===== config.mk =====
export PLATFORM = sky130hd
export DESIGN_NAME = tlac_cell
export DESIGN_NICKNAME = d
export VERILOG_FILES = /design/src/design/tlac_pkg.sv /design/src/design/tlac_cell.sv
export SDC_FILE = /design/constraint.sdc
export NUM_CORES = 1
export LEC_CHECK = 0
export BUFFER_PORTS_ARGS = -buffer_cell sky130_fd_sc_hd__buf_4
export CORE_AREA = 2 2 156 158
export DETAILED_ROUTE_END_ITERATION = 8
export DIE_AREA = 0 0 158 160
export PLACE_DENSITY_LB_ADDON = 0.12
export SETUP_SLACK_MARGIN = 0.4
export SLEW_MARGIN = 20
export SYNTH_ARGS = -nofsm -noshare
export SYNTH_HDL_FRONTEND = slang
export SYNTH_SLANG_ARGS = --single-unit

===== constraint.sdc =====
create_clock -name clk_i -period 0.9 [get_ports clk_i]
set_input_delay 0.18 -clock clk_i [delete_from_list [all_inputs] [get_ports clk_i]]
set_output_delay 0.18 -clock clk_i [all_outputs]
set_load 0.03 [all_outputs]

===== src/design/tlac_pkg.sv =====
// ----------------------------------------------------------------------------
// tlac_pkg: shared types and constants of the answer cache
// entry layout, cell control and register defaults
// ----------------------------------------------------------------------------
`timescale 1ns / 1ps
`default_nettype none

package tlac_pkg;

  localparam int unsigned DefEntries = 64;

  localparam int unsigned TagW  = 64;
  localparam int unsigned TimeW = 32;
  localparam int unsigned ExpW  = 33;
  localparam int unsigned TtlW  = 31;
  localparam int unsigned HdlW  = 32;
  localparam int unsigned LenW  = 16;
  localparam int unsigned IdxW  = 8;
  localparam int unsigned DataW = 32;

  localparam logic [TtlW-1:0] TtlCapRst = TtlW'(300);
  localparam logic [TtlW-1:0] NegTtlRst = TtlW'(30);

  // register indexes
  localparam logic [IdxW-1:0] RegTtlCap = IdxW'(0);
  localparam logic [IdxW-1:0] RegNegTtl = IdxW'(1);

  typedef struct packed {
    logic [HdlW-1:0] handle;
    logic [LenW-1:0] length;
    logic            negative;
  } record_t;

  typedef struct packed {
    logic             valid;
    logic [TagW-1:0]  tag;
    logic [ExpW-1:0]  expiry;
    record_t          first;
    record_t          second;
  } entry_t;

  // per-cycle command to every cell
  typedef struct packed {
    logic rotate;
    logic insert;
  } cell_ctrl_t;

endpackage

`default_nettype wire


===== src/design/tlac_cell.sv =====
// ----------------------------------------------------------------------------
// tlac_cell: one entry of the recency chain
// rotates with its neighbor, or shifts on insert while all cells before it are live
// ----------------------------------------------------------------------------
`timescale 1ns / 1ps
`default_nettype none

module tlac_cell (
  input  wire                  clk_i,
  input  wire                  rst_ni,
  input  tlac_pkg::cell_ctrl_t ctrl_i,
  input  tlac_pkg::entry_t     prev_i,
  input  wire                  shift_i,
  output tlac_pkg::entry_t     entry_o,
  output logic                 shift_o
);

  logic                          valid_q;
  logic [tlac_pkg::TagW-1:0]     tag_q;
  logic [tlac_pkg::ExpW-1:0]     expiry_q;
  tlac_pkg::record_t             first_q;
  tlac_pkg::record_t             second_q;
  logic                          load;

  assign load    = ctrl_i.rotate | (ctrl_i.insert & shift_i);
  // insert ripples up to the first free cell
  assign shift_o = shift_i & valid_q;

  always_comb begin
    entry_o.valid  = valid_q;
    entry_o.tag    = tag_q;
    entry_o.expiry = expiry_q;
    entry_o.first  = first_q;
    entry_o.second = second_q;
  end

  always_ff @(posedge clk_i or negedge rst_ni) begin
    if (!rst_ni) begin
      valid_q <= 1'b0;
    end else if (load) begin
      valid_q <= prev_i.valid;
    end
  end

  always_ff @(posedge clk_i) begin
    if (load) begin
      tag_q    <= prev_i.tag;
      expiry_q <= prev_i.expiry;
      first_q  <= prev_i.first;
      second_q <= prev_i.second;
    end
  end

endmodule

`default_nettype wire


==> results of run 1 <==
==> layer usage <==
metal / vias to the layer above / global-route usage / part of all wire / wire length (µm)
met5: - / 0 / 0.00075 / 13
met4: 2 / 0.0442 / 0.015 / 258
met3: 15 / 0.0602 / 0.11 / 1910
met2: 218 / 0.242 / 0.56 / 9750
met1: 1795 / 0.127 / 0.31 / 5480
li1: 1684 / - / - / -
==> flip-flops by register name, summed over array words and instances (netlist names) <==
name / flops
entry_o: 98
tag_q: 64
expiry_q: 33
valid_q: 1
==> final cells by class <==
class,count,area (µm²),share of cell area
Clock buffer,18,429,0.0394
Clock inverter,14,120,0.0110
Multi-Input combinational cell,3,38.8,0.00356
Sequential cell,196,5880,0.540
Tap cell,324,405,0.0372
Timing Repair Buffer,415,4030,0.369
==> logic make-up after synthesis <==
family                 count (synthesis)  synth area share
DFF                                  196             0.994
buffers and inverters                  1           0.00127
and+or+nand+nor                        1           0.00106
muxes                                  1           0.00254
AOI/OAI and AO/OA                      1           0.00127
==> where the power goes <==
group	total, mW	switching, mW	internal (mW)
clock	7.17	3.53	3.63
combinational	4.87	2.58	2.29
sequential	11.5	0.405	11.1
==> how the worst max path moves through the flow <==
stage / cells after the start / endpoint / start / slack [ns]
after global placement: 3 / entry_o[76]$_DFFE_PP_ / ctrl_i[0] / -0.24
after CTS: 2 / shift_o / valid_q$_DFFE_PN0P_ / -0.41
after floorplan: 2 / valid_q$_DFFE_PN0P_ / ctrl_i[0] / -1.07
after global routing: 2 / shift_o / valid_q$_DFFE_PN0P_ / -0.43
final: 2 / shift_o / valid_q$_DFFE_PN0P_ / -0.38
after detailed placement: 3 / expiry_q[6]$_DFFE_PP_ / shift_i / -0.25
==> placed cells by master (no fill, tap or decap) <==
cell,n
bufbuf_16,1
edfxtp_1,195
dlygate4sd3_1,1
clkinv_1,1
dfrtp_1,1
buf_16,5
buf_6,199
clkinvlp_4,3
a21o_4,1
mux2_4,1
inv_8,4
clkbuf_1,1
buf_4,207
clkinv_4,3
clkbuf_16,19
clkinv_2,1
and2_4,1
inv_6,2
==> timing repair <==
action,in CTS,in global routing
buffers inserted,0,6
pin swaps,0,1
resized for setup,201,3
endpoints found under the setup margin,393,393
hold endpoints to repair,197,196
gates cloned,2,2
==> out/metrics.cfg, run 1 <==
[power]
cellLeakagePower_nw = 4.55
peakVddDrop_v = 0.00104
p_per_area_nw_per_um2 = 2160
power.total_mw = 23.5

[sta]
period_share = 1.42
max_freq_mhz = 783
setup_viol_count_final = 197
max_slew_margin = 0.850
worst_pin_slew_ns = 0.225
rsz0062_at_grt = true
worst_clock_skew_ns = 0
fin_hold_ws_ns = -0.0736
fin_crit_ns = 1.28
hold_viol = 196
drv_slew = 0
setup_tns_ns = -46.76
timing.final.ws_setup_ns = -0.378

[worst_setup_path]
timing.rr.start = valid_q$_DFFE_PN0P_
cp.arrival_ns = 1.10
r2r_slack_ns = 0.12
worst_r2r_path_depth = 1
crit_type = reg2out
path_cells = and2_4, buf_6
reg2reg_to = valid_q$_DFFE_PN0P_
crit_buf_inv = 1
crit_path_max_fanout = 3
cp_top_family = flip-flops
end_kind = output port
worst-endpoint-required_ns = 0.72
crit_slowest_cell = dfrtp_1
startpoint_type = flip-flop
slowest_delay_ns = 0.40

[drt]
via_per_inst = 3.83
ant_nets = 0
vias = 3714
routed_wl_um = 17400
drc = 0
wl_per_cell_um = 17.9
first_pass_iters = 4
first_iter_violations = 119

[global_routing]
grt_max_degree = 41
grt_overflow = 0
grt_pass1_wl_um = 23900
grt_pass1_vias = 4002
grt_usage = 0.131
antenna_found_initial = 1

[synthesis]
syn_avg_cell_area_um2 = 29.6
synth_edf_count = 195
ys_ff_latch = 196
yosysSeqAreaShare = 0.994
yosys.area.top_type = edfxtp_1
synth_cell_types = 6
synth-async-reset-ratio = 0.00510
syn_nets = 401
yosys_warnings = 0
synth_top_area_frac = 0.990
ys.flop_type = edfxtp_1
synth_area_um2 = 5920
syn_inst = 200
synth_most_common_cell = edfxtp_1
netlist_top_cells_area = edfxtp_1 (99%), dfrtp_1 (0.42%), mux2_4 (0.25%)

[placement]
placedCellCount = 927
placed_cell_area_um2 = 9410
gp_congestion = 0.803
dp_slack_ns = -0.254
place_hpwl_um = 13000
port_buffers = 397

[finish]
fin_util = 0.458
area_delta_synth_final_pct = 84.2
drive_above_1_share = 0.692
fin_area_um2 = 10900
final_nets = 834
n_antenna_cell = 0
final_cells = 970
nFillCells = 2142

[floorplanning]
io_pins = 398
initial_core_util = 0.248
die_h_um = 160
core-area_um2 = 23800
rows = 57
die_w_um = 158
die-area_um2 = 25300

[cts]
cts_tree = built
clkTransAtPathRegs_ns = 0.08
numCtsBuffers = 17
clk_latency_ns = 0.42
h-tree-depth = 4
hold_buffers = 1
cts_buffer_depth = 2
clock_sinks = 196
cts-root-buf = clkbuf_16

[hold_path]
min_to = entry_o[9]$_DFFE_PP_
hold_start = prev_i[9]
hp-class = in2reg
min_delay_path_depth = 1

[flow_run]
maxCapViolations = 0

[outcome]
status = complete, but fails checks
violations = negative hold slack, negative setup slack

No activity file was read; power rests on OpenSTA's default activity.
==> inputs of run 2 (changes only) <==
Clock period 0.9 ns to 1.2 ns, I/O delays scaled along.
==> run 2 against run 1 <==
Net effect: the run now fails in clock tree synthesis; synthesized cell count did not move; area after synthesis stayed put.
==> out/metrics.cfg, run 2 <==
[cts]
cts_buffer_depth = 2  ; unchanged
hold_buffers = 196  ; was 1
postCtsSetupRepairBufs = 0  ; unchanged
cts-root-buf = clkbuf_16  ; unchanged
h-tree-depth = 4  ; unchanged
cts-resized-gates = 196  ; was 201
numCtsBuffers = 17  ; unchanged
clock_sinks = 196  ; unchanged

[synthesis]
synth_top_area_frac = 0.990  ; unchanged
synth-async-reset-ratio = 0.00510  ; unchanged
syn_nets = 401  ; unchanged
syn_avg_cell_area_um2 = 29.6  ; unchanged
syn_inst = 200  ; unchanged
synth_most_common_cell = edfxtp_1  ; unchanged
yosys.area.top_type = edfxtp_1  ; unchanged
synth_edf_count = 195  ; unchanged
yosys_warnings = 0  ; unchanged
synth_area_um2 = 5920  ; unchanged
synth_cell_types = 6  ; unchanged
yosysSeqAreaShare = 0.994  ; unchanged
netlist_top_cells_area = edfxtp_1 (99%), dfrtp_1 (0.42%), mux2_4 (0.25%)  ; unchanged
ys.flop_type = edfxtp_1  ; unchanged
ys_ff_latch = 196  ; unchanged

[floorplanning]
die_w_um = 158  ; unchanged
initial_core_util = 0.248  ; unchanged
die_h_um = 160  ; unchanged
rows = 57  ; unchanged
io_pins = 398  ; unchanged

[outcome]
haltStage = clock tree synthesis
status = aborted with a tool error  ; was complete, but fails checks
error = [ERROR RSZ-0060] Max buffer count reached.

[placement]
gp_congestion = 0.753  ; was 0.803
place_hpwl_um = 13200  ; was 13,000 µm
port_buffers = 397  ; unchanged

run 2: cell counts after synthesis:
No cell type changed its count.
run 2: logic make-up after synthesis:
family / count (synthesis) / share of synthesized area
buffers and inverters: 1 / 0.00127
AO/OA/AOI/OAI: 1 / 0.00127
AND/OR/NAND/NOR: 1 / 0.00106
multiplexers: 1 / 0.00254
flip-flops: 196 / 0.994
run 2: metrics by stage:
step | TNS [ns] | worst slack (ns) | cells | hold slack [ns] | instance area [µm²]
after detailed placement | 0 | 0.0219 | 943 | 0.0163 | 9600
after floorplan | -151.68 | -0.834 | 200 | -0.0556 | 5930
after global placement | 0 | 0.0239 | 943 | 0.0161 | 9600
==> inputs of run 3 (changes only) <==
Settings changed: CORE_AREA 2 2 156 158 to 2 2 153 155, DIE_AREA 0 0 158 160 to 0 0 155 157, PLACE_DENSITY_LB_ADDON 0.12 to 0.15, SETUP_SLACK_MARGIN 0.4 to default.
==> run 3 against run 2 <==
Net effect: the flow again stops in clock tree synthesis; area after synthesis is the same; synthesized cell count is the same.
==> out/metrics.cfg, run 3 <==
[cts]
hold_buffers = 187  ; was 196
cts_buffer_depth = 2  ; unchanged
clock_sinks = 196  ; unchanged
numCtsBuffers = 17  ; unchanged
cts-root-buf = clkbuf_16  ; unchanged
cts-resized-gates = 198  ; was 196
h-tree-depth = 4  ; unchanged
postCtsSetupRepairBufs = 1  ; was 0

[synthesis]
synth_area_um2 = 5920  ; unchanged
netlist_top_cells_area = edfxtp_1 (99%), dfrtp_1 (0.42%), mux2_4 (0.25%)  ; unchanged
synth_edf_count = 195  ; unchanged
synth_cell_types = 6  ; unchanged
syn_avg_cell_area_um2 = 29.6  ; unchanged
syn_nets = 401  ; unchanged
synth_top_area_frac = 0.990  ; unchanged
syn_inst = 200  ; unchanged
ys_ff_latch = 196  ; unchanged
yosys.area.top_type = edfxtp_1  ; unchanged
synth-async-reset-ratio = 0.00510  ; unchanged
ys.flop_type = edfxtp_1  ; unchanged
synth_most_common_cell = edfxtp_1  ; unchanged
yosysSeqAreaShare = 0.994  ; unchanged
yosys_warnings = 0  ; unchanged

[outcome]
error = [ERROR RSZ-0060] Max buffer count reached.  ; unchanged
haltStage = clock tree synthesis  ; unchanged
status = aborted with a tool error  ; unchanged

[placement]
gp_congestion = 0.737  ; was 0.753
port_buffers = 397  ; unchanged
place_hpwl_um = 13000  ; was 13,200 µm

[floorplanning]
die_h_um = 157  ; was 160 µm
initial_core_util = 0.263  ; was 0.248
io_pins = 398  ; unchanged
rows = 55  ; was 57
die_w_um = 155  ; was 158 µm

==> run 3: cell counts after synthesis <==
Identical to the previous run, type by type.
==> run 3: kinds of logic after synthesis <==
| logic type | after synthesis | synth area share |
|---|---|---|
| compound gates | 1 | 0.00127 |
| buf+inv | 1 | 0.00127 |
| flops | 196 | 0.994 |
| mux | 1 | 0.00254 |
| simple gates | 1 | 0.00106 |
==> run 3: stage by stage <==
stage          instance area (µm²)  setup WS, ns  hold slack, ns  std cells  setup TNS [ns]
2_1_floorplan                 5920        -0.834         -0.0556        200         -151.68
3_3_place_gp                  9480      -0.00186          0.0269        898         -0.0207
3_5_place_dp                  9480      -0.00781          0.0273        898          -0.172
